`config.mk`:
```
export PLATFORM = sky130hd
export DESIGN_NAME = mppt_perturb_observe_controller_top_flat
export DESIGN_NICKNAME = d
export VERILOG_FILES = /design/src/design/mppt_po_pkg.sv /design/src/design/mppt_po_if.sv /design/src/design/mppt_perturb_observe_controller_top.sv /design/src/design/mppt_po_cfg.sv /design/src/design/mppt_po_step.sv /design/src/flat_wrapper.sv
export VERILOG_INCLUDE_DIRS = /design/src /design/src/design
export SDC_FILE = /design/constraint.sdc
export NUM_CORES = 1
export LEC_CHECK = 0
export ABC_AREA = 1
export BUFFER_PORTS_ARGS = -buffer_cell sky130_fd_sc_hd__buf_2
export CAP_MARGIN = 20
export CORE_MARGIN = 1.5
export CORE_UTILIZATION = 55
export CTS_CLUSTER_DIAMETER = 50
export DETAILED_ROUTE_END_ITERATION = 6
export GPL_ROUTABILITY_DRIVEN = 0
export PLACE_DENSITY = 0.74
export SLEW_MARGIN = 15
export SYNTH_ARGS = -nofsm -noshare
export SYNTH_HDL_FRONTEND = slang
export SYNTH_SLANG_ARGS = --single-unit
```
`constraint.sdc`:
```
create_clock -name clk -period 3 [get_ports clk]
set_clock_uncertainty 0.05 [all_clocks]
set_input_delay 0.75 -clock clk [delete_from_list [all_inputs] [get_ports clk]]
set_output_delay 0.75 -clock clk [all_outputs]
set_load 0.005 [all_outputs]
```
`src/design/assert_macros.svh`:
```
// Assertion macros for the design files.
`ifndef ASSERT_MACROS_SVH
`define ASSERT_MACROS_SVH
`ifndef SYNTHESIS
`define ASSERT_IMPLIES(label, clk, rst_n, ante, cons) \
    label: assert property (@(posedge clk) disable iff (!rst_n) (ante) |-> (cons)) \
        else $error("%m: assertion failed");
`define ASSERT_NEVER(label, clk, rst_n, expr) \
    label: assert property (@(posedge clk) disable iff (!rst_n) !(expr)) \
        else $error("%m: assertion failed");
`else
`define ASSERT_IMPLIES(label, clk, rst_n, ante, cons)
`define ASSERT_NEVER(label, clk, rst_n, expr)
`endif
`endif

```
`src/design/mppt_po_pkg.sv`:
```
// Types, constants and register codes of the perturb-and-observe MPPT controller.
package mppt_po_pkg;

    localparam int DUTY_BITS_DEFAULT = 10;
    localparam int LIMIT_BITS = 10;
    localparam int PANEL_BITS = 16;
    localparam int BATTERY_BITS = 16;
    localparam int CURRENT_BITS = 12;
    localparam int MODE_BITS = 2;
    localparam int CFG_INDEX_BITS = 3;
    localparam int CFG_DATA_BITS = 16;

    localparam logic [CFG_INDEX_BITS-1:0] CFG_PANEL_VOLTAGE_MIN = 3'd0;
    localparam logic [CFG_INDEX_BITS-1:0] CFG_BATTERY_VOLTAGE_MAX = 3'd1;
    localparam logic [CFG_INDEX_BITS-1:0] CFG_CHARGE_CURRENT_MIN = 3'd2;
    localparam logic [CFG_INDEX_BITS-1:0] CFG_DUTY_LOWER_LIMIT = 3'd3;
    localparam logic [CFG_INDEX_BITS-1:0] CFG_DUTY_UPPER_LIMIT = 3'd4;

    localparam logic [PANEL_BITS-1:0] PANEL_VOLTAGE_MIN_RESET = 16'd12000;
    localparam logic [BATTERY_BITS-1:0] BATTERY_VOLTAGE_MAX_RESET = 16'd14400;
    localparam logic [CURRENT_BITS-1:0] CHARGE_CURRENT_MIN_RESET = 12'd20;
    localparam logic [LIMIT_BITS-1:0] DUTY_LOWER_LIMIT_RESET = 10'd100;
    localparam logic [LIMIT_BITS-1:0] DUTY_UPPER_LIMIT_RESET = 10'd900;

    localparam logic [MODE_BITS-1:0] MODE_SHUTDOWN = 2'd0;
    localparam logic [MODE_BITS-1:0] MODE_INC = 2'd1;
    localparam logic [MODE_BITS-1:0] MODE_DEC = 2'd2;
    localparam logic [MODE_BITS-1:0] MODE_CV = 2'd3;

    typedef enum logic [3:0] {
        ST_SHUTDOWN = 4'b0001,
        ST_INC      = 4'b0010,
        ST_DEC      = 4'b0100,
        ST_CV       = 4'b1000
    } ctrl_state_t;

    typedef struct packed {
        logic [PANEL_BITS-1:0]   panel_voltage_min;
        logic [BATTERY_BITS-1:0] battery_voltage_max;
        logic [CURRENT_BITS-1:0] charge_current_min;
        logic [LIMIT_BITS-1:0]   duty_lower_limit;
        logic [LIMIT_BITS-1:0]   duty_upper_limit;
    } cfg_t;

    typedef struct packed {
        logic [PANEL_BITS-1:0]   panel_mv;
        logic [BATTERY_BITS-1:0] battery_mv;
        logic [CURRENT_BITS-1:0] charge_ma;
    } tick_t;

    typedef struct packed {
        logic pwm_start;
        logic postpone;
    } step_flags_t;

endpackage

```
`src/design/mppt_po_if.sv`:
```
// Handshake interfaces for the measurement tick channel and the result channel.
interface mppt_po_tick_if;
    logic                                 valid;
    logic                                 ready;
    logic [mppt_po_pkg::PANEL_BITS-1:0]   panel_mv;
    logic [mppt_po_pkg::BATTERY_BITS-1:0] battery_mv;
    logic [mppt_po_pkg::CURRENT_BITS-1:0] charge_ma;

    modport source (output valid, output panel_mv, output battery_mv, output charge_ma,
                    input ready);
    modport sink (input valid, input panel_mv, input battery_mv, input charge_ma,
                  output ready);
endinterface

interface mppt_po_result_if #(
    parameter int DUTY_BITS = mppt_po_pkg::DUTY_BITS_DEFAULT
);
    logic                              valid;
    logic                              ready;
    logic [mppt_po_pkg::MODE_BITS-1:0] mode;
    logic [DUTY_BITS-1:0]              duty;
    logic                              pwm_enable;
    logic                              pwm_start;
    logic                              postpone;

    modport source (output valid, output mode, output duty, output pwm_enable,
                    output pwm_start, output postpone, input ready);
    modport sink (input valid, input mode, input duty, input pwm_enable,
                  input pwm_start, input postpone, output ready);
endinterface

```
`src/design/mppt_perturb_observe_controller_top.sv`:
```
// Top level of the perturb-and-observe MPPT charge controller.
// An accepted item passes through the input register and then the result register.
// Throughput: one item per cycle while the result is not stalled; the state loop closes through the state register.
// A stalled result holds both registers; the tick side stays ready while a slot is free.
// Reset clears the mode to shutdown, the duty and last battery voltage to zero,
// and loads the configuration registers with their reset values.
`include "assert_macros.svh"

module mppt_perturb_observe_controller_top #(
    parameter int DUTY_BITS = mppt_po_pkg::DUTY_BITS_DEFAULT
) (
    input  logic                                   clk,
    input  logic                                   rst_n,
    mppt_po_tick_if.sink                           tick,
    mppt_po_result_if.source                       result,
    input  logic                                   cfg_we,
    input  logic [mppt_po_pkg::CFG_INDEX_BITS-1:0] cfg_index,
    input  logic [mppt_po_pkg::CFG_DATA_BITS-1:0]  cfg_data
);

    mppt_po_pkg::cfg_t                    cfg;
    mppt_po_pkg::tick_t                   tick_reg;
    logic                                 tick_valid_reg;
    mppt_po_pkg::ctrl_state_t             state_reg;
    mppt_po_pkg::ctrl_state_t             state_next;
    logic [DUTY_BITS-1:0]                 duty_reg;
    logic [DUTY_BITS-1:0]                 duty_next;
    logic [mppt_po_pkg::BATTERY_BITS-1:0] last_battery_reg;
    mppt_po_pkg::step_flags_t             flags;
    logic                                 out_valid_reg;
    logic [mppt_po_pkg::MODE_BITS-1:0]    out_mode_reg;
    logic [mppt_po_pkg::MODE_BITS-1:0]    mode_next;
    logic [DUTY_BITS-1:0]                 out_duty_reg;
    mppt_po_pkg::step_flags_t             out_flags_reg;
    logic                                 advance;
    logic                                 fire;

    mppt_po_cfg u_cfg (
        .clk       (clk),
        .rst_n     (rst_n),
        .cfg_we    (cfg_we),
        .cfg_index (cfg_index),
        .cfg_data  (cfg_data),
        .cfg       (cfg)
    );

    mppt_po_step #(
        .DUTY_BITS (DUTY_BITS)
    ) u_step (
        .cfg             (cfg),
        .tick            (tick_reg),
        .state           (state_reg),
        .duty            (duty_reg),
        .last_battery_mv (last_battery_reg),
        .state_next      (state_next),
        .duty_next       (duty_next),
        .flags           (flags)
    );

    assign advance    = !out_valid_reg || result.ready;
    assign fire       = tick_valid_reg && advance;
    assign tick.ready = !tick_valid_reg || advance;

    always_comb
    begin
        case (state_next)
            mppt_po_pkg::ST_SHUTDOWN: mode_next = mppt_po_pkg::MODE_SHUTDOWN;
            mppt_po_pkg::ST_INC:      mode_next = mppt_po_pkg::MODE_INC;
            mppt_po_pkg::ST_DEC:      mode_next = mppt_po_pkg::MODE_DEC;
            default:                  mode_next = mppt_po_pkg::MODE_CV;
        endcase
    end

    always_ff @(posedge clk or negedge rst_n)
    begin
        if (!rst_n)
        begin
            tick_valid_reg   <= 1'b0;
            out_valid_reg    <= 1'b0;
            state_reg        <= mppt_po_pkg::ST_SHUTDOWN;
            duty_reg         <= '0;
            last_battery_reg <= '0;
        end
        else
        begin
            if (tick.ready)
            begin
                tick_valid_reg <= tick.valid;
            end
            if (advance)
            begin
                out_valid_reg <= tick_valid_reg;
            end
            if (fire)
            begin
                state_reg        <= state_next;
                duty_reg         <= duty_next;
                last_battery_reg <= tick_reg.battery_mv;
            end
        end
    end

    always_ff @(posedge clk)
    begin
        if (tick.valid && tick.ready)
        begin
            tick_reg.panel_mv   <= tick.panel_mv;
            tick_reg.battery_mv <= tick.battery_mv;
            tick_reg.charge_ma  <= tick.charge_ma;
        end
        if (fire)
        begin
            out_mode_reg  <= mode_next;
            out_duty_reg  <= duty_next;
            out_flags_reg <= flags;
        end
    end

    assign result.valid      = out_valid_reg;
    assign result.mode       = out_mode_reg;
    assign result.duty       = out_duty_reg;
    assign result.pwm_enable = out_mode_reg != mppt_po_pkg::MODE_SHUTDOWN;
    assign result.pwm_start  = out_flags_reg.pwm_start;
    assign result.postpone   = out_flags_reg.postpone;

    `ASSERT_IMPLIES(a_state_onehot, clk, rst_n, 1'b1, $onehot(state_reg))
    `ASSERT_NEVER(a_start_and_postpone, clk, rst_n,
                  out_valid_reg && out_flags_reg.pwm_start && out_flags_reg.postpone)
    `ASSERT_IMPLIES(a_start_enters_dec, clk, rst_n, out_valid_reg && out_flags_reg.pwm_start,
                    out_mode_reg == mppt_po_pkg::MODE_DEC)
    `ASSERT_IMPLIES(a_postpone_is_shutdown, clk, rst_n, out_valid_reg && out_flags_reg.postpone,
                    out_mode_reg == mppt_po_pkg::MODE_SHUTDOWN)
    `ASSERT_IMPLIES(a_state_holds_idle, clk, rst_n, !fire, ##1 state_reg == $past(state_reg))

endmodule

```
`src/design/mppt_po_cfg.sv`:
```
// Configuration register file with its reset values.
module mppt_po_cfg (
    input  logic                                   clk,
    input  logic                                   rst_n,
    input  logic                                   cfg_we,
    input  logic [mppt_po_pkg::CFG_INDEX_BITS-1:0] cfg_index,
    input  logic [mppt_po_pkg::CFG_DATA_BITS-1:0]  cfg_data,
    output mppt_po_pkg::cfg_t                      cfg
);

    mppt_po_pkg::cfg_t cfg_reg;

    always_ff @(posedge clk or negedge rst_n)
    begin
        if (!rst_n)
        begin
            cfg_reg.panel_voltage_min   <= mppt_po_pkg::PANEL_VOLTAGE_MIN_RESET;
            cfg_reg.battery_voltage_max <= mppt_po_pkg::BATTERY_VOLTAGE_MAX_RESET;
            cfg_reg.charge_current_min  <= mppt_po_pkg::CHARGE_CURRENT_MIN_RESET;
            cfg_reg.duty_lower_limit    <= mppt_po_pkg::DUTY_LOWER_LIMIT_RESET;
            cfg_reg.duty_upper_limit    <= mppt_po_pkg::DUTY_UPPER_LIMIT_RESET;
        end
        else if (cfg_we)
        begin
            case (cfg_index)
                mppt_po_pkg::CFG_PANEL_VOLTAGE_MIN:
                    cfg_reg.panel_voltage_min <= cfg_data[mppt_po_pkg::PANEL_BITS-1:0];
                mppt_po_pkg::CFG_BATTERY_VOLTAGE_MAX:
                    cfg_reg.battery_voltage_max <= cfg_data[mppt_po_pkg::BATTERY_BITS-1:0];
                mppt_po_pkg::CFG_CHARGE_CURRENT_MIN:
                    cfg_reg.charge_current_min <= cfg_data[mppt_po_pkg::CURRENT_BITS-1:0];
                mppt_po_pkg::CFG_DUTY_LOWER_LIMIT:
                    cfg_reg.duty_lower_limit <= cfg_data[mppt_po_pkg::LIMIT_BITS-1:0];
                mppt_po_pkg::CFG_DUTY_UPPER_LIMIT:
                    cfg_reg.duty_upper_limit <= cfg_data[mppt_po_pkg::LIMIT_BITS-1:0];
                default:
                begin
                end
            endcase
        end
    end

    assign cfg = cfg_reg;

endmodule

```
`src/design/mppt_po_step.sv`:
```
// Next-state logic of the controller for one measurement tick.
module mppt_po_step #(
    parameter int DUTY_BITS = mppt_po_pkg::DUTY_BITS_DEFAULT
) (
    input  mppt_po_pkg::cfg_t                    cfg,
    input  mppt_po_pkg::tick_t                   tick,
    input  mppt_po_pkg::ctrl_state_t             state,
    input  logic [DUTY_BITS-1:0]                 duty,
    input  logic [mppt_po_pkg::BATTERY_BITS-1:0] last_battery_mv,
    output mppt_po_pkg::ctrl_state_t             state_next,
    output logic [DUTY_BITS-1:0]                 duty_next,
    output mppt_po_pkg::step_flags_t             flags
);

    localparam int CW = (DUTY_BITS > mppt_po_pkg::LIMIT_BITS) ? DUTY_BITS
                                                               : mppt_po_pkg::LIMIT_BITS;
    localparam logic [DUTY_BITS-1:0] DUTY_TOP = {DUTY_BITS{1'b1}};

    logic [CW-1:0]        duty_ext;
    logic [CW-1:0]        lower_ext;
    logic [CW-1:0]        upper_ext;
    logic [CW-1:0]        top_ext;
    logic [DUTY_BITS-1:0] duty_up;
    logic [DUTY_BITS-1:0] duty_down;
    logic [DUTY_BITS-1:0] duty_start;
    logic [DUTY_BITS-1:0] duty_cv_entry;
    logic                 battery_fell;
    logic                 battery_at_max;

    assign duty_ext  = CW'(duty);
    assign lower_ext = CW'(cfg.duty_lower_limit);
    assign upper_ext = CW'(cfg.duty_upper_limit);
    assign top_ext   = CW'(DUTY_TOP);

    assign duty_up       = (duty == DUTY_TOP) ? DUTY_TOP : duty + 1'b1;
    assign duty_down     = (duty == '0) ? '0 : duty - 1'b1;
    assign duty_start    = (upper_ext < top_ext) ? upper_ext[DUTY_BITS-1:0] : DUTY_TOP;
    assign duty_cv_entry = (duty_ext > lower_ext) ? duty - 1'b1 : lower_ext[DUTY_BITS-1:0];

    assign battery_fell   = tick.battery_mv < last_battery_mv;
    assign battery_at_max = tick.battery_mv >= cfg.battery_voltage_max;

    always_comb
    begin
        state_next      = state;
        duty_next       = duty;
        flags.pwm_start = 1'b0;
        flags.postpone  = 1'b0;
        case (state)
            mppt_po_pkg::ST_SHUTDOWN:
            begin
                if (tick.panel_mv > cfg.panel_voltage_min && !battery_at_max)
                begin
                    state_next      = mppt_po_pkg::ST_DEC;
                    duty_next       = duty_start;
                    flags.pwm_start = 1'b1;
                end
            end
            mppt_po_pkg::ST_INC, mppt_po_pkg::ST_DEC:
            begin
                if (tick.charge_ma < cfg.charge_current_min)
                begin
                    state_next     = mppt_po_pkg::ST_SHUTDOWN;
                    flags.postpone = 1'b1;
                end
                else if (battery_at_max)
                begin
                    state_next = mppt_po_pkg::ST_CV;
                    duty_next  = duty_cv_entry;
                end
                else if (state == mppt_po_pkg::ST_DEC)
                begin
                    if (battery_fell || duty_ext <= lower_ext)
                    begin
                        state_next = mppt_po_pkg::ST_INC;
                        duty_next  = duty_up;
                    end
                    else
                    begin
                        duty_next = duty_down;
                    end
                end
                else
                begin
                    if (battery_fell || duty_ext >= upper_ext)
                    begin
                        state_next = mppt_po_pkg::ST_DEC;
                        duty_next  = duty_down;
                    end
                    else
                    begin
                        duty_next = duty_up;
                    end
                end
            end
            default:
            begin
                if (!battery_at_max)
                begin
                    if (duty_ext < upper_ext)
                    begin
                        duty_next = duty_up;
                    end
                    else
                    begin
                        state_next = mppt_po_pkg::ST_DEC;
                    end
                end
                else if (duty_ext > lower_ext)
                begin
                    duty_next = duty_down;
                end
                else
                begin
                    state_next     = mppt_po_pkg::ST_SHUTDOWN;
                    flags.postpone = 1'b1;
                end
            end
        endcase
    end

endmodule

```
`src/flat_wrapper.sv`:
```
// flat-port wrapper written by rule: the top's interface ports become plain ports
module mppt_perturb_observe_controller_top_flat 
#(
    parameter int DUTY_BITS = mppt_po_pkg::DUTY_BITS_DEFAULT
)
  (clk, rst_n, cfg_we, cfg_index, cfg_data, tick_valid, tick_panel_mv, tick_battery_mv, tick_charge_ma, tick_ready, result_valid, result_mode, result_duty, result_pwm_enable, result_pwm_start, result_postpone, result_ready);
  mppt_po_tick_if tick_i ();
  mppt_po_result_if #(.DUTY_BITS(DUTY_BITS)) result_i ();
  input  logic clk;
  input  logic rst_n;
  input  logic cfg_we;
  input  logic [mppt_po_pkg::CFG_INDEX_BITS-1:0] cfg_index;
  input  logic [mppt_po_pkg::CFG_DATA_BITS-1:0] cfg_data;
  input wire logic [$bits(tick_i.valid)-1:0] tick_valid;
  input wire logic [$bits(tick_i.panel_mv)-1:0] tick_panel_mv;
  input wire logic [$bits(tick_i.battery_mv)-1:0] tick_battery_mv;
  input wire logic [$bits(tick_i.charge_ma)-1:0] tick_charge_ma;
  output wire logic [$bits(tick_i.ready)-1:0] tick_ready;
  output wire logic [$bits(result_i.valid)-1:0] result_valid;
  output wire logic [$bits(result_i.mode)-1:0] result_mode;
  output wire logic [$bits(result_i.duty)-1:0] result_duty;
  output wire logic [$bits(result_i.pwm_enable)-1:0] result_pwm_enable;
  output wire logic [$bits(result_i.pwm_start)-1:0] result_pwm_start;
  output wire logic [$bits(result_i.postpone)-1:0] result_postpone;
  input wire logic [$bits(result_i.ready)-1:0] result_ready;
  assign tick_i.valid = tick_valid;
  assign tick_i.panel_mv = tick_panel_mv;
  assign tick_i.battery_mv = tick_battery_mv;
  assign tick_i.charge_ma = tick_charge_ma;
  assign tick_ready = tick_i.ready;
  assign result_valid = result_i.valid;
  assign result_mode = result_i.mode;
  assign result_duty = result_i.duty;
  assign result_pwm_enable = result_i.pwm_enable;
  assign result_pwm_start = result_i.pwm_start;
  assign result_postpone = result_i.postpone;
  assign result_i.ready = result_ready;
  mppt_perturb_observe_controller_top #(.DUTY_BITS(DUTY_BITS)) u_core (.clk(clk), .rst_n(rst_n), .tick(tick_i), .result(result_i), .cfg_we(cfg_we), .cfg_index(cfg_index), .cfg_data(cfg_data));
endmodule
```
* Word level (Yosys, flattened, before mapping) *
Cells that the tools add are included.

operators by class
  shift-type cells = 0
  reductions and logical operators = 19
  divide/modulo/power cells = 0
  multiplexer cells = 30
  $lt $le $gt $ge = 9
  $add $sub $neg = 2
  $mul = 0
  bitwise logic cells = 0
  equal/unequal tests = 11

operators with widths
  kind                                                 count
  two-way mux 10 bit                                   13
  two-way mux 4 bit                                    9
  one-hot mux 10 bit (2 select lines)                  1
  >= comparator 16 bit                                 1
  > comparator 16 bit                                  1
  less-than comparator 16 bit                          1
  less-than comparator 12 bit                          1
  adder 10 x 1 -> 10 bit (second input constant)       1
  == test 10 bit (second input constant)               1
  >= comparator 10 bit                                 1
  > comparator 10 bit                                  1
  less-or-equal comparator 10 bit                      1
  zero test 10 bit                                     1
  less-than comparator 10 bit                          1
  less-than comparator 10 bit (second input constant)  1
  AND reduction 2 bit                                  5
  subtractor 10 x 1 -> 10 bit (second input constant)  1
  == test 4 x 1 -> 1 bit (second input constant)       2
  == test 4 x 2 -> 1 bit (second input constant)       2
  == test 4 x 3 -> 1 bit (second input constant)       2
  one-hot mux 4 bit (2 select lines)                   1
  == test 3 x 2 -> 1 bit (second input constant)       2
  one-hot mux 2 bit (3 select lines)                   1
  logical OR 1 bit                                     4
  9 further kinds                                      16

storage, ports and cells
  memory bits (read-only) = 0
  memory bits (writable) = 0
  memories = 0
  logic and storage cells = 88
  flip-flop bits (word level) = 154
  output and inout port bits = 17
  latch bits = 0

* Logic depth before layout (Yosys ltp) *
Gate-level depths: netlist (run 1).

  depth after elaboration = 9
  gate-level depth with buffers = 20
  depth with buffers taken out = 20

* Modules after synthesis *
A second synthesis (run 1) with hierarchy kept.

second synthesis, totals
  cell total of the unflattened synthesis = 1162
  area total of the unflattened synthesis = 9554.2 µm²

modules (own cells, without submodules)
  module                               seq. area each (µm²)  area each (µm²)  times used  cells each
  mppt_po_step                         0.0                   3852.4           1           661
  mppt_perturb_observe_controller_top  2543.7                3070.4           1           213
  mppt_po_cfg                          1626.6                2631.3           1           288

* Worst setup path before layout (run 1) *
OpenSTA, ideal clock, no wires.

  path type = flip-flop to flip-flop
  start = reg u_core.u_cfg.cfg_reg, in the netlist u_core.u_cfg.cfg[43]
  end = reg u_core.out_mode_reg, in the netlist u_core.result.mode[0] (data pin)
  period minus slack after synthesis = 2349 ps
  arrival time = 2042 ps
  setup time = 257 ps
  data required time = 2693 ps
  stages on the path, launching flop included = 14
  setup slack = 651 ps
  cell sequence = dfstp_2 inv_1 ha_1 nand2_1 o21ai_0 a21oi_1 nand3_2 inv_2 nand3_1 nand2_2 nand2_1 a21oi_2 xnor2_1 nand2_1

between the ends
  cells in the longest elaborated chain, start to end = 7
  elaborated cells between the ends (all ways) = 12
  classes of those cells = order compare: 1; eq/ne: 3; mux: 6; reduce/logical: 2

ends and longest elaborated chain
  element                                         RTL line                                    text
  start, declared                                 mppt_po_cfg.sv:11                           mppt_po_pkg::cfg_t cfg_reg;
  >= comparator 16 bit *                          mppt_po_step.sv:41                          assign battery_at_max = tick.battery_mv >= cfg.battery_voltage_max;
  zero test 1 bit                                 n/a
  logical AND 1 bit                               mppt_po_step.sv:52                          if (tick.panel_mv > cfg.panel_voltage_min && !battery_at_max)
  two-way mux 4 bit                               mppt_po_step.sv:52
  one-hot mux 4 bit (2 select lines) *            mppt_po_step.sv:49                          case (state)
  == test 4 x 3 -> 1 bit (tied with other cells)  mppt_perturb_observe_controller_top.sv:66   case (state_next)
  one-hot mux 2 bit (3 select lines) *            mppt_perturb_observe_controller_top.sv:66
  net u_core.mode_next, one bit                   mppt_perturb_observe_controller_top.sv:32   logic [mppt_po_pkg::MODE_BITS-1:0] mode_next;
  end signal, assigned                            mppt_perturb_observe_controller_top.sv:113  out_mode_reg <= mode_next;
  end, declared                                   mppt_perturb_observe_controller_top.sv:31   logic [mppt_po_pkg::MODE_BITS-1:0] out_mode_reg;

Mark *: on every way through the listed nets, which the timed path passes. The rest lies on a longest branch.
A chain may end at the register's enable or synchronous reset.

* Worst setup path in the final report (run 1) *
  start = reg u_core.duty_reg[1]
  end = reg u_core.out_mode_reg, in the netlist u_core.result.mode[0] (data pin)

between the ends
  cells in the longest elaborated chain, start to end = 9
  elaborated cells between the ends (all ways) = 19
  classes of those cells = order compare: 4; eq/ne: 3; mux: 10; reduce/logical: 2

ends and longest elaborated chain
  element                                                                  RTL line                                   text
  start, declared                                                          mppt_perturb_observe_controller_top.sv:26  logic [DUTY_BITS-1:0] duty_reg;
  start signal, assigned                                                   mppt_perturb_observe_controller_top.sv:97  duty_reg <= duty_next;
  >= comparator 10 bit or less-or-equal comparator 10 bit (tied branches)  mppt_po_step.sv:85, mppt_po_step.sv:73
  logical OR 1 bit (on tied branches)                                      mppt_po_step.sv:85, mppt_po_step.sv:73
  two-way mux 4 bit (on tied branches)                                     mppt_po_step.sv:85, mppt_po_step.sv:73
  two-way mux 4 bit                                                        mppt_po_step.sv:71                         else if (state == mppt_po_pkg::ST_DEC)
  two-way mux 4 bit                                                        mppt_po_step.sv:66                         else if (battery_at_max)
  two-way mux 4 bit                                                        mppt_po_step.sv:61                         if (tick.charge_ma < cfg.charge_current_min)
  one-hot mux 4 bit (2 select lines) *                                     mppt_po_step.sv:49
  == test 4 x 3 -> 1 bit (tied with other cells)                           mppt_perturb_observe_controller_top.sv:66
  one-hot mux 2 bit (3 select lines) *                                     mppt_perturb_observe_controller_top.sv:66
  net u_core.mode_next, one bit                                            mppt_perturb_observe_controller_top.sv:32

Marks and branches as above.

==> reports/summary.txt, run 1 <==
PLACE
-------------------------------------------------------------------------------------
Instance area after placement ..........................................    9880 um^2
Half-perimeter wire length after placement .............................     15700 um
Setup WS pre-CTS .......................................................     0.271 ns
Number of buffers inserted by port buffering ...........................           84

LAYOUT
-------------------------------------------------------------------------------------
Layout fillers .........................................................         1407
Area overhead of the layout relative to synthesis ......................        13.9%
Post-route core utilization ............................................        0.636
Total number of nets in the final design ...............................         1328
Commonest cells after routing, fill and taps aside ..................... sky130_fd_sc_hd__nand2_1, sky130_fd_sc_hd__inv_1, sky130_fd_sc_hd__o21ai_0
Area used by multi-input combinational logic ...........................    4230 um^2
Most common cell after layout, fill and taps aside ..................... sky130_fd_sc_hd__nand2_1
Area of all placed cells without fillers ...............................   10500 um^2
Sequential Area ........................................................    4170 um^2
# diodes ...............................................................            0
Number of flip-flops in the largest register ...........................           64
Proportion of layout cells with a drive suffix above 1 .................        0.183

CLOCKING
-------------------------------------------------------------------------------------
Count of instances resized after the clock tree is built ...............            0
Number of hold-repair buffers added at the cts stage ...................            0
Clock tree sinks .......................................................          154
CTS H-Tree Depth .......................................................            4
Buffer cell driving the clock tree root ................................ sky130_fd_sc_hd__clkbuf_16
Clock tree from TritonCTS ..............................................          yes
Clock-pin slew of the registers on the worst-case setup and hold paths .      0.06 ns
Number of buffers inserted during clock tree synthesis .................           17
Buffers from clock root to sink, at most ...............................            2
Worst skew pair latency ................................................      0.43 ns
Total setup buffers inserted after CTS .................................            0

DIE
-------------------------------------------------------------------------------------
Site Rows ..............................................................           47
Core outline area ......................................................   16500 um^2
Die Footprint ..........................................................   17500 um^2
Top-level port count ...................................................           85
Die Y-Extent ...........................................................       132 um
Starting density of the core ...........................................        0.558
X dimension of the die .................................................       132 um

POWER AND IR DROP
-------------------------------------------------------------------------------------
Total power density per cell area ......................................  931 nW/um^2
Leakage Power ..........................................................   0.00512 uW
Worst supply voltage drop on vdd .......................................     0.521 mV
Tot Pwr ................................................................      9750 uW

LOGIC SYNTHESIS
-------------------------------------------------------------------------------------
Warning count from the yosys run .......................................            0
Synthesized area divided by synthesized cell count .....................    8.46 um^2
Number of enable-type register cells in the synthesized netlist ........           58
Seq/Total Area, Yosys ..................................................        0.454
Yosys top cell by area ................................................. sky130_fd_sc_hd__dfrtp_1
Biggest area contributors in the synthesized netlist ................... sky130_fd_sc_hd__dfrtp_1, sky130_fd_sc_hd__edfxtp_1, sky130_fd_sc_hd__nand2_1
Async set-or-reset flop fraction in the synthesized netlist ............        0.623
Adder-Cell Fraction of Synth Area ......................................        0.109
Dominant combinational cell family by area after synthesis ............. simple AND/OR/NAND/NOR gates
Area of the mapped netlist .............................................    9200 um^2
Number of synthesized register bits ....................................          154
Mapped Nets ............................................................         1235
Synth Area in XOR/XNOR .................................................      0.00953
Cell count after synthesis .............................................         1087
Distinct cell type count of the synthesized netlist ....................           47
Compound-gate portion of the synthesized area ..........................        0.116
Area share of the largest cell type after synthesis ....................        0.204
Top_reg_cell synth ..................................................... sky130_fd_sc_hd__dfrtp_1
Mux cell area share after synthesis ....................................            0
Post-synthesis share of cell area spent on and, or, nand and nor gates .        0.226

OUTCOME
-------------------------------------------------------------------------------------
Status ................................................................. finished, final reports clean

TIMING
-------------------------------------------------------------------------------------
Unrepaired setup endpoints after global routing ........................           no
Maximum clock frequency ................................................      358 MHz
Final critical-path setup slack ........................................     0.209 ns
Count of final hold-check violations ...................................            0
Max-slew violation total from the final report .........................            0
Final total negative setup slack .......................................         0 ns
Clock period minus final worst setup slack .............................      2.79 ns
Final worst path period share ..........................................        0.930
Normalized max-slew margin .............................................        0.429
Setup-violating endpoint count in the final report .....................            0
Pin slew with the least headroom to its limit ..........................     0.854 ns

ROUTING
-------------------------------------------------------------------------------------
Met2 Routed Length .....................................................      9200 um
Routed length per instance .............................................      15.2 um
Total length of routed wires ...........................................     21400 um
First-iteration detailed-routing DRC count .............................          643
Vias ...................................................................         7635
Antenna Violating Nets Remaining .......................................            0
Max layer used .........................................................         met4
Post-DR vias/cell ......................................................         5.40
Number of iterations in the first detailed-routing pass ................            6
# DRC ..................................................................            0
Wire length the detailed router placed on met1 .........................      9790 um
Detailed route wirelength on metal3 ....................................      1550 um

SETUP PATH
-------------------------------------------------------------------------------------
CP Depth ...............................................................           11
R2r startpoint ......................................................... u_core.duty_reg[1]
Depth of the worst register-to-register path ...........................           11
Category of the most critical setup path ............................... flip-flop to flip-flop
Slowest CP cell ........................................................ sky130_fd_sc_hd__dfrtp_1
Cell seen most often among critical-path stages ........................ sky130_fd_sc_hd__nand2_1
Capturing element type of the critical path ............................    flip-flop
Worst path arrival time ................................................      2.92 ns
End of the critical path ............................................... u_core.result.mode[0]
Crit path max fanout ...................................................           11
Critical register-to-register path endpoint ............................ u_core.result.mode[0]
Register-to-Register Setup Slack .......................................      0.21 ns
Combined buffer and inverter count along the critical path .............            1
Cells along the critical path .......................................... ha_1 -> inv_1 -> nor2_1 -> o211ai_1 -> nand2_1 -> o21bai_2 -> nand2_2 -> a21oi_1 -> a21oi_2 -> xnor2_1 -> nand2_1
Crit-path max cell delay ...............................................      0.64 ns
Required time of the critical path .....................................      3.13 ns
Critical path startpoint category ......................................    flip-flop
Top delay family on crit path .......................................... compound AO/OA/AOI/OAI gates
Timing startpoint of the critical path ................................. u_core.duty_reg[1]

GLOBAL ROUTING
-------------------------------------------------------------------------------------
Overall track demand over capacity in global routing ...................        0.258
Maximum number of pins on one net before global-route repair ...........           50
Number of antenna violations at the first check in global routing ......            0
Overflow left after global routing .....................................            0
Wire length of the first global-routing pass ...........................     35500 um
Vias in the first global route .........................................         7267

WORST HOLD PATH
-------------------------------------------------------------------------------------
Hold Path Class ........................................................ input port to asynchronous set/reset pin

FLOW RUN
-------------------------------------------------------------------------------------
Maxcap violations ......................................................            0

## power by group
| group | internal (uW) | switching (uW) | leakage [uW] |
|---|---|---|---|
| Sequential | 2760 | 290 | 0.00172 |
| Clock | 1240 | 896 | 0.000296 |
| Combinational | 1570 | 3000 | 0.00310 |
## cell type report
type | count | share of cell area
multi-input combinational | 742 | 0.404
inverter | 160 | 0.0580
clock inverter | 10 | 0.00717
timing repair buffer | 105 | 0.0566
tap | 220 | 0.0263
clock buffer | 22 | 0.0495
sequential | 154 | 0.398
## worst min path at each step
stage | from | to | slack [ns] | depth (start not counted)
after global routing | rst_n | u_core.u_cfg.cfg[60] | 0.18 | 1
after detailed placement | u_core.u_cfg.cfg[6] | u_core.u_cfg.cfg[6] | 0.42 | 2
after CTS | rst_n | u_core.u_cfg.cfg[60] | 0.17 | 1
after floorplan | rst_n | u_core.duty_reg[0] | 0.40 | 0
after global placement | u_core.u_cfg.cfg[25] | u_core.u_cfg.cfg[25] | 0.42 | 2
final | rst_n | u_core.u_cfg.cfg[60] | 0.16 | 1
## kinds of logic (layout without fill, tap and decap cells)
kind of cell,after synthesis,after routing
AND/OR/NAND/NOR,452,452
AO/OA/AOI/OAI,200,200
buffers and inverters,191,297
flip-flops,154,154
adder cells (fa/ha/maj),80,80
XOR/XNOR,10,10
## Yosys cell counts, types with 4 or more instances
master / n
sky130_fd_sc_hd__nand3_2: 7
sky130_fd_sc_hd__nand2_2: 11
sky130_fd_sc_hd__o211ai_1: 4
sky130_fd_sc_hd__nor2_1: 48
sky130_fd_sc_hd__inv_2: 12
sky130_fd_sc_hd__a21oi_1: 55
sky130_fd_sc_hd__o21ai_0: 110
sky130_fd_sc_hd__dfstp_2: 21
sky130_fd_sc_hd__nand4_2: 4
sky130_fd_sc_hd__xor2_1: 7
sky130_fd_sc_hd__edfxtp_1: 58
sky130_fd_sc_hd__nor2_2: 6
sky130_fd_sc_hd__buf_2: 4
sky130_fd_sc_hd__dfrtp_1: 75
sky130_fd_sc_hd__inv_1: 144
sky130_fd_sc_hd__clkbuf_1: 17
sky130_fd_sc_hd__nor3_1: 4
sky130_fd_sc_hd__o21a_1: 4
sky130_fd_sc_hd__nand2_1: 278
sky130_fd_sc_hd__o21ai_1: 16
sky130_fd_sc_hd__nand4_1: 9
sky130_fd_sc_hd__nand3_1: 67
sky130_fd_sc_hd__nand2_4: 5
sky130_fd_sc_hd__buf_6: 7
sky130_fd_sc_hd__ha_1: 80
## metrics by stage
step | hold slack, ns | cells
final | 0.162 | 1413
after global routing | 0.182 | 1413
after CTS | 0.166 | 1413
after detailed placement | 0.423 | 1381
after global placement | 0.417 | 1381
after floorplan | 0.403 | 1087
## metal layers
metal  GRT usage  up-vias
met2       0.392      345
met5           0        -
met4       0.121        0
met1       0.359     3457
met3      0.0500       71
li1            -     3762
Power figures use the tool's default switching activity.
==> run 2, diff against run 1 <==
Settings changed: CORE_UTILIZATION 55 to 60, GPL_ROUTABILITY_DRIVEN 0 to not set, PLACE_DENSITY 0.74 to 0.79.
==> reports/summary.txt, run 2 (same netlist as run 1, synthesis figures left out) <==
OUTCOME
-------------------------------------------------------------------------------------
Status ................................................................. finished, final reports clean   unchanged

SETUP PATH
-------------------------------------------------------------------------------------
Depth of the worst register-to-register path ...........................           14   was 11
Slowest CP cell ........................................................ sky130_fd_sc_hd__dfrtp_1   unchanged
Cells along the critical path .......................................... ha_1 -> nand2_1 -> inv_1 -> o21bai_1 -> a21boi_2 -> o21bai_2 -> nand2_2 -> nand2_4 -> nand2_4 -> nand2_1 -> nand2_1 -> nand4_1 -> nand2_1 -> nand2_1   was ha_1 -> inv_1 -> nor2_1 -> o211ai_1 -> nand2_1 -> o21bai_2 -> nand2_2 -> a21oi_1 -> a21oi_2 -> xnor2_1 -> nand2_1
Register-to-Register Setup Slack .......................................      0.17 ns   was 0.21 ns
Crit path max fanout ...................................................           11   unchanged
R2r startpoint ......................................................... u_core.duty_reg[3]   was u_core.duty_reg[1]
Critical register-to-register path endpoint ............................ u_core.duty_reg[5]   was u_core.result.mode[0]
Crit-path max cell delay ...............................................      0.60 ns   was 0.64 ns
Critical path startpoint category ......................................    flip-flop   unchanged
Cell seen most often among critical-path stages ........................ sky130_fd_sc_hd__nand2_1   unchanged
Category of the most critical setup path ............................... flip-flop to flip-flop   unchanged
Capturing element type of the critical path ............................    flip-flop   unchanged
Required time of the critical path .....................................      3.31 ns   was 3.13 ns
Worst path arrival time ................................................      3.14 ns   was 2.92 ns
Top delay family on crit path .......................................... simple AND/OR/NAND/NOR gates   was compound AO/OA/AOI/OAI gates
Combined buffer and inverter count along the critical path .............            1   unchanged

ROUTING
-------------------------------------------------------------------------------------
Total length of routed wires ...........................................     22400 um   was 21400 um
Antenna Violating Nets Remaining .......................................            0   unchanged
Post-DR vias/cell ......................................................         5.57   was 5.40
Routed length per instance .............................................      16.2 um   was 15.2 um
Vias ...................................................................         7694   was 7635
# DRC ..................................................................            0   unchanged
Number of iterations in the first detailed-routing pass ................            6   unchanged
First-iteration detailed-routing DRC count .............................          705   was 643

LAYOUT
-------------------------------------------------------------------------------------
Sequential Area ........................................................    4170 um^2   unchanged
Most common cell after layout, fill and taps aside ..................... sky130_fd_sc_hd__nand2_1   unchanged
Number of flip-flops in the largest register ...........................           64   unchanged
Commonest cells after routing, fill and taps aside ..................... sky130_fd_sc_hd__nand2_1, sky130_fd_sc_hd__inv_1, sky130_fd_sc_hd__o21ai_0   unchanged
Total number of nets in the final design ...............................         1328   unchanged
# diodes ...............................................................            0   unchanged
Area of all placed cells without fillers ...............................   10400 um^2   was 10500 um^2
Area overhead of the layout relative to synthesis ......................        13.2%   was 13.9%
Proportion of layout cells with a drive suffix above 1 .................        0.183   unchanged
Area used by multi-input combinational logic ...........................    4230 um^2   unchanged
Layout fillers .........................................................         1221   was 1407

GLOBAL ROUTING
-------------------------------------------------------------------------------------
Number of antenna violations at the first check in global routing ......            0   unchanged
Wire length of the first global-routing pass ...........................     36900 um   was 35500 um
Vias in the first global route .........................................         7427   was 7267
Maximum number of pins on one net before global-route repair ...........           48   was 50
Overflow left after global routing .....................................            0   unchanged
Overall track demand over capacity in global routing ...................        0.297   was 0.258

PLACE
-------------------------------------------------------------------------------------
Instance area after placement ..........................................    9840 um^2   was 9880 um^2
Routability-driven placement congestion ratio ..........................         1.02
Half-perimeter wire length after placement .............................     17000 um   was 15700 um
Number of buffers inserted by port buffering ...........................           84   unchanged

DIE
-------------------------------------------------------------------------------------
Die Y-Extent ...........................................................       127 um   was 132 um
Die Footprint ..........................................................   16100 um^2   was 17500 um^2
Site Rows ..............................................................           45   was 47
Top-level port count ...................................................           85   unchanged
Starting density of the core ...........................................        0.609   was 0.558
X dimension of the die .................................................       127 um   was 132 um
Core outline area ......................................................   15100 um^2   was 16500 um^2

CLOCKING
-------------------------------------------------------------------------------------
Clock-pin slew of the registers on the worst-case setup and hold paths .      0.06 ns   about the same
Worst skew pair latency ................................................      0.43 ns   about the same
Number of buffers inserted during clock tree synthesis .................           17   unchanged
Count of instances resized after the clock tree is built ...............            0   unchanged
Clock tree sinks .......................................................          154   unchanged
Number of hold-repair buffers added at the cts stage ...................            0   unchanged
CTS H-Tree Depth .......................................................            4   unchanged
Clock tree from TritonCTS ..............................................          yes   unchanged
Buffer cell driving the clock tree root ................................ sky130_fd_sc_hd__clkbuf_16   unchanged
Total setup buffers inserted after CTS .................................            0   unchanged
Buffers from clock root to sink, at most ...............................            2   unchanged

TIMING
-------------------------------------------------------------------------------------
Setup-violating endpoint count in the final report .....................            0   unchanged
Unrepaired setup endpoints after global routing ........................           no   unchanged
Maximum clock frequency ................................................      353 MHz   was 358 MHz
Final total negative setup slack .......................................         0 ns   unchanged
Count of final hold-check violations ...................................            0   unchanged
Max-slew violation total from the final report .........................            0   unchanged
Normalized max-slew margin .............................................        0.419   was 0.429
Clock period minus final worst setup slack .............................      2.83 ns   was 2.79 ns
Final worst path period share ..........................................        0.944   was 0.930
Pin slew with the least headroom to its limit ..........................     0.869 ns   was 0.854 ns

POWER AND IR DROP
-------------------------------------------------------------------------------------
Total power density per cell area ......................................  936 nW/um^2   was 931 nW/um^2
Leakage Power ..........................................................   0.00510 uW   was 0.00512 uW
Worst supply voltage drop on vdd .......................................     0.621 mV   was 0.521 mV

FLOW RUN
-------------------------------------------------------------------------------------
Maxcap violations ......................................................            0   unchanged

WORST HOLD PATH
-------------------------------------------------------------------------------------
Hold Path Class ........................................................ input port to asynchronous set/reset pin   unchanged

==> run 2: cell count changes in the layout (fill, tap and decap cells not counted), sizes merged <==
cell	change
bufinv	+1
clkinv	-1
clkbuf	-1
inv	-1
clkinvlp	+2
==> run 2: report_power, final <==
part	switching (uW)	leakage, uW	internal, uW	total (uW)
registers	308	0.00172	2760	3060
clock network	869	0.000276	1200	2070
logic	3030	0.00310	1580	4610
==> run 2: through the flow <==
| step | total power (uW) | util | hold WS, ns | std cells | worst slack (ns) |
|---|---|---|---|---|---|
| floorplan | 6370 | - | 0.403 | 1087 | 0.651 |
| global placement | 7480 | 0.652 | 0.417 | 1349 | 0.395 |
| detailed placement | 7570 | 0.652 | 0.423 | 1349 | 0.307 |
| CTS | 9660 | 0.690 | 0.302 | 1381 | 0.286 |
| global route | 10400 | 0.690 | 0.340 | 1381 | 0.0413 |
| finish | 9740 | 0.690 | 0.282 | 1381 | 0.167 |
==> run 2: area by class of cell <==
class	count	share of cell area
clock buffer	21	0.0442
clock inverter	11	0.0106
inverter	160	0.0584
multi-input combinational	742	0.407
sequential	154	0.401
tap	188	0.0226
timing repair buffer	105	0.0570
==> run 2: how the worst max path moves through the flow <==
stage	startpoint	endpoint	slack, ns	cells after the start
global placement	u_core.u_cfg.cfg[43]	u_core.result.duty[6]	0.40	12
global route	u_core.u_cfg.cfg[43]	u_core.result.duty[6]	0.04	12
CTS	u_core.u_cfg.cfg[43]	u_core.result.duty[6]	0.29	12
detailed placement	u_core.u_cfg.cfg[43]	u_core.result.duty[6]	0.31	12
finish	u_core.duty_reg[3]	u_core.duty_reg[5]	0.17	14
floorplan	u_core.u_cfg.cfg[43]	u_core.result.mode[0]	0.65	13
==> run 2: metal layers <==
layer	global-route usage	up-vias	wire, um
li1	-	3756	-
met1	0.416	3571	9890
met2	0.465	322	10100
met3	0.0557	45	1710
met4	0.108	0	651
met5	0	-	0
==> run 2: worst register-to-register path: cells and delay by family, from the launching register on <==
family	cells	cell delay, ns
AO/OA/AOI/OAI	3	0.73
adder cells (fa/ha/maj)	1	0.32
buffers and inverters	1	0.04
flip-flops	1	0.60
AND/OR/NAND/NOR	9	1.01
==> run 3, diff against run 2 <==
Settings changed: ABC_AREA 1 to not set, PLACE_DENSITY 0.79 to 0.8, SETUP_SLACK_MARGIN set to 0.02.
==> reports/summary.txt, run 3 <==
OUTCOME
-------------------------------------------------------------------------------------
Status ................................................................. finished with violations   was finished, final reports clean
Failing checks ......................................................... setup timing

LAYOUT
-------------------------------------------------------------------------------------
Most common cell after layout, fill and taps aside ..................... sky130_fd_sc_hd__buf_4   was sky130_fd_sc_hd__nand2_1
Non-filler cells, final ................................................         1313   was 1381
Layout fillers .........................................................          805   was 1221
Area of all placed cells without fillers ...............................   12000 um^2   was 10400 um^2
Area used by multi-input combinational logic ...........................    4990 um^2   was 4230 um^2
Number of flip-flops in the largest register ...........................           64   unchanged
Total number of nets in the final design ...............................         1264   was 1328
# diodes ...............................................................            0   unchanged
Commonest cells after routing, fill and taps aside ..................... sky130_fd_sc_hd__buf_4, sky130_fd_sc_hd__nand2_1, sky130_fd_sc_hd__o21ai_0   was sky130_fd_sc_hd__nand2_1, sky130_fd_sc_hd__inv_1, sky130_fd_sc_hd__o21ai_0
Area overhead of the layout relative to synthesis ......................        32.9%   was 13.2%
Sequential Area ........................................................    4170 um^2   unchanged
Post-route core utilization ............................................        0.820   was 0.690
Proportion of layout cells with a drive suffix above 1 .................        0.375   was 0.183

ROUTING
-------------------------------------------------------------------------------------
Post-DR vias/cell ......................................................         6.33   was 5.57
First-iteration detailed-routing DRC count .............................         1050   was 705
Routed length per instance .............................................      22.6 um   was 16.2 um
Total length of routed wires ...........................................     29700 um   was 22400 um
Number of iterations in the first detailed-routing pass ................            6   unchanged
Vias ...................................................................         8313   was 7694
# DRC ..................................................................            0   unchanged
Antenna Violating Nets Remaining .......................................            0   unchanged

DIE
-------------------------------------------------------------------------------------
Top-level port count ...................................................           85   unchanged
Core outline area ......................................................   14600 um^2   was 15100 um^2
Die Footprint ..........................................................   15700 um^2   was 16100 um^2
Die Y-Extent ...........................................................       125 um   was 127 um
Site Rows ..............................................................           44   was 45
X dimension of the die .................................................       125 um   was 127 um
Starting density of the core ...........................................        0.617   was 0.609

CLOCKING
-------------------------------------------------------------------------------------
CTS H-Tree Depth .......................................................            4   unchanged
Clock tree sinks .......................................................          154   unchanged
Clock-pin slew of the registers on the worst-case setup and hold paths .      0.07 ns   was 0.06 ns
Worst skew pair latency ................................................      0.44 ns   was 0.43 ns
Buffer cell driving the clock tree root ................................ sky130_fd_sc_hd__clkbuf_16   unchanged
Buffers from clock root to sink, at most ...............................            2   unchanged
Clock tree from TritonCTS ..............................................          yes   unchanged
Number of buffers inserted during clock tree synthesis .................           17   unchanged

SETUP PATH
-------------------------------------------------------------------------------------
R2r startpoint ......................................................... u_core.tick_reg[27]   was u_core.duty_reg[3]
Timing startpoint of the critical path ................................. u_core.tick_reg[27]   was u_core.duty_reg[3]
Critical path startpoint category ......................................    flip-flop   unchanged
Worst path arrival time ................................................      3.53 ns   was 3.14 ns
Crit path max fanout ...................................................            4   was 11
Depth of the worst register-to-register path ...........................           13   was 14
Required time of the critical path .....................................      3.33 ns   was 3.31 ns
Critical register-to-register path endpoint ............................ u_core.duty_reg[6]   was u_core.duty_reg[5]
Capturing element type of the critical path ............................    flip-flop   unchanged
Category of the most critical setup path ............................... flip-flop to flip-flop   unchanged
Register-to-Register Setup Slack .......................................     -0.20 ns   was 0.17 ns

LOGIC SYNTHESIS
-------------------------------------------------------------------------------------
Area of the mapped netlist .............................................    9000 um^2   was 9200 um^2
Number of synthesized register bits ....................................          154   unchanged
Seq/Total Area, Yosys ..................................................        0.463   was 0.454
Cell with the most instances after synthesis ........................... sky130_fd_sc_hd__nand2_1   unchanged
Warning count from the yosys run .......................................            0   unchanged
Top_reg_cell synth ..................................................... sky130_fd_sc_hd__dfrtp_1   unchanged
Number of enable-type register cells in the synthesized netlist ........           58   unchanged
List of most frequent post-synthesis cells ............................. sky130_fd_sc_hd__nand2_1, sky130_fd_sc_hd__o21ai_0, sky130_fd_sc_hd__inv_1, sky130_fd_sc_hd__ha_1, sky130_fd_sc_hd__dfrtp_1   was sky130_fd_sc_hd__nand2_1, sky130_fd_sc_hd__inv_1, sky130_fd_sc_hd__o21ai_0, sky130_fd_sc_hd__ha_1, sky130_fd_sc_hd__dfrtp_1
Area share of the largest cell type after synthesis ....................        0.209   was 0.204
Distinct cell type count of the synthesized netlist ....................           84   was 47
Yosys top cell by area ................................................. sky130_fd_sc_hd__dfrtp_1   unchanged
Biggest area contributors in the synthesized netlist ................... sky130_fd_sc_hd__dfrtp_1, sky130_fd_sc_hd__edfxtp_1, sky130_fd_sc_hd__ha_1   was sky130_fd_sc_hd__dfrtp_1, sky130_fd_sc_hd__edfxtp_1, sky130_fd_sc_hd__nand2_1
Async set-or-reset flop fraction in the synthesized netlist ............        0.623   unchanged
Synthesized area divided by synthesized cell count .....................    9.93 um^2   was 8.46 um^2
Cell count after synthesis .............................................          906   was 1087
Mapped Nets ............................................................         1054   was 1235

TIMING
-------------------------------------------------------------------------------------
Clock period minus final worst setup slack .............................      3.20 ns   was 2.83 ns
Max-slew violation total from the final report .........................            0   unchanged
Pin slew with the least headroom to its limit ..........................     0.819 ns   was 0.869 ns
Setup-violating endpoint count in the final report .....................           21   was 0
Count of final hold-check violations ...................................            0   unchanged
Final worst path period share ..........................................         1.07   was 0.944
Maximum clock frequency ................................................      313 MHz   was 353 MHz
Normalized max-slew margin .............................................        0.452   was 0.419
Unrepaired setup endpoints after global routing ........................          yes   was no
Final critical-path setup slack ........................................    -0.197 ns   was 0.167 ns

GLOBAL ROUTING
-------------------------------------------------------------------------------------
Number of antenna violations at the first check in global routing ......            0   unchanged
Vias in the first global route .........................................         8381   was 7427
Wire length of the first global-routing pass ...........................     45000 um   was 36900 um
Overflow left after global routing .....................................            0   unchanged
Maximum number of pins on one net before global-route repair ...........           58   was 48
Overall track demand over capacity in global routing ...................        0.374   was 0.297

PLACE
-------------------------------------------------------------------------------------
Setup WS pre-CTS .......................................................    -0.347 ns   was 0.307 ns
Placed Instances .......................................................         1247   was 1349
Half-perimeter wire length after placement .............................     19000 um   was 17000 um
Instance area after placement ..........................................   10300 um^2   was 9840 um^2
Number of buffers inserted by port buffering ...........................           84   unchanged
Routability-driven placement congestion ratio ..........................        0.980   was 1.02

FLOW RUN
-------------------------------------------------------------------------------------
Maxcap violations ......................................................            0   unchanged

POWER AND IR DROP
-------------------------------------------------------------------------------------
Tot Pwr ................................................................     12400 uW   was 9740 uW
Total power density per cell area ...................................... 1040 nW/um^2   was 936 nW/um^2
Worst supply voltage drop on vdd .......................................     0.605 mV   was 0.621 mV
Leakage Power ..........................................................   0.00525 uW   was 0.00510 uW

WORST HOLD PATH
-------------------------------------------------------------------------------------
Hold Path Class ........................................................ input port to asynchronous set/reset pin   unchanged

run 3: cell types whose count changed after synthesis, moves of 9 or more:
cell / previous run / this run
sky130_fd_sc_hd__nand2_1: 278 / 117
sky130_fd_sc_hd__clkbuf_1: 17 / 27
sky130_fd_sc_hd__nand3_1: 67 / 20
sky130_fd_sc_hd__inv_1: 144 / 90
sky130_fd_sc_hd__o21ai_1: 16 / 2
sky130_fd_sc_hd__nand2_2: 11 / 0
sky130_fd_sc_hd__nand2b_1: 0 / 9
sky130_fd_sc_hd__mux2_2: 0 / 24
sky130_fd_sc_hd__o21ai_0: 110 / 97
sky130_fd_sc_hd__inv_2: 12 / 0
sky130_fd_sc_hd__a21oi_1: 55 / 45
sky130_fd_sc_hd__nor2_1: 48 / 38
run 3: per-stage QoR:
stage	hold slack [ns]	setup TNS (ns)
2_1_floorplan	0.401	-0.0163
3_3_place_gp	0.414	-3.83
3_5_place_dp	0.432	-4.42
4_1_cts	0.273	-0.405
5_1_grt	0.299	-3.81
6_report	0.270	-2.25
run 3: cell type report:
type	count	area share
sequential	154	0.349
timing repair buffer	229	0.136
multi-input combinational	624	0.418
clock buffer	17	0.0356
clock inverter	15	0.0144
inverter	90	0.0282
tap	184	0.0192
run 3: worst max-delay path by stage:
stage,endpoint,slack (ns)
after floorplan,u_core.duty_reg[4],-0.02
after global placement,u_core.result.mode[0],-0.29
after detailed placement,u_core.result.mode[0],-0.35
after CTS,u_core.result.duty[9],-0.08
after global routing,u_core.result.mode[1],-0.28
final,u_core.duty_reg[6],-0.20
run 3: kinds of logic after synthesis:
| logic type | synth area share |
|---|---|
| AO/OA/AOI/OAI | 0.170 |
| XOR/XNOR | 0.0117 |
| adder cells (fa/ha/maj) | 0.111 |
| buffers and inverters | 0.0557 |
| flip-flops | 0.463 |
| multiplexers | 0.0398 |
| AND/OR/NAND/NOR | 0.149 |
run 3: what timing repair did:
| action | CTS | global route |
|---|---|---|
| gates resized for setup | 78 | 67 |
| gates cloned | 1 | 0 |
| buffers inserted | 18 | 20 |
| pin swaps | 39 | 39 |
| hold buffers | 0 | 0 |
| setup endpoints to repair | 24 | 25 |
run 3: critical path: stages, from the launching register on:
cell and delay [ns]:
sky130_fd_sc_hd__edfxtp_1 0.47, sky130_fd_sc_hd__ha_1 0.34, sky130_fd_sc_hd__and4_4 0.23, sky130_fd_sc_hd__nand4_1 0.13
sky130_fd_sc_hd__or3_4 0.42, sky130_fd_sc_hd__and4_4 0.19, sky130_fd_sc_hd__buf_6 0.12, sky130_fd_sc_hd__nor4_4 0.25
sky130_fd_sc_hd__buf_4 0.21, sky130_fd_sc_hd__buf_6 0.11, sky130_fd_sc_hd__a31oi_4 0.03, sky130_fd_sc_hd__o221a_4 0.25
sky130_fd_sc_hd__nor3_4 0.15, sky130_fd_sc_hd__mux2_2 0.19
run 3: power by group:
part | switching [uW] | internal [uW]
registers | 251 | 2780
logic | 3990 | 3180
clock network | 1050 | 1190
total | 5290 | 7150
run 3: routing by layer:
metal  global-route usage  routed length (um)  vias up
met1                0.446               11100     3963
li1                     -                   -     3683
met2                0.631               14500      538
met3               0.0830                2380      129
met4                0.206                1610        0
met5                    0                   0        -
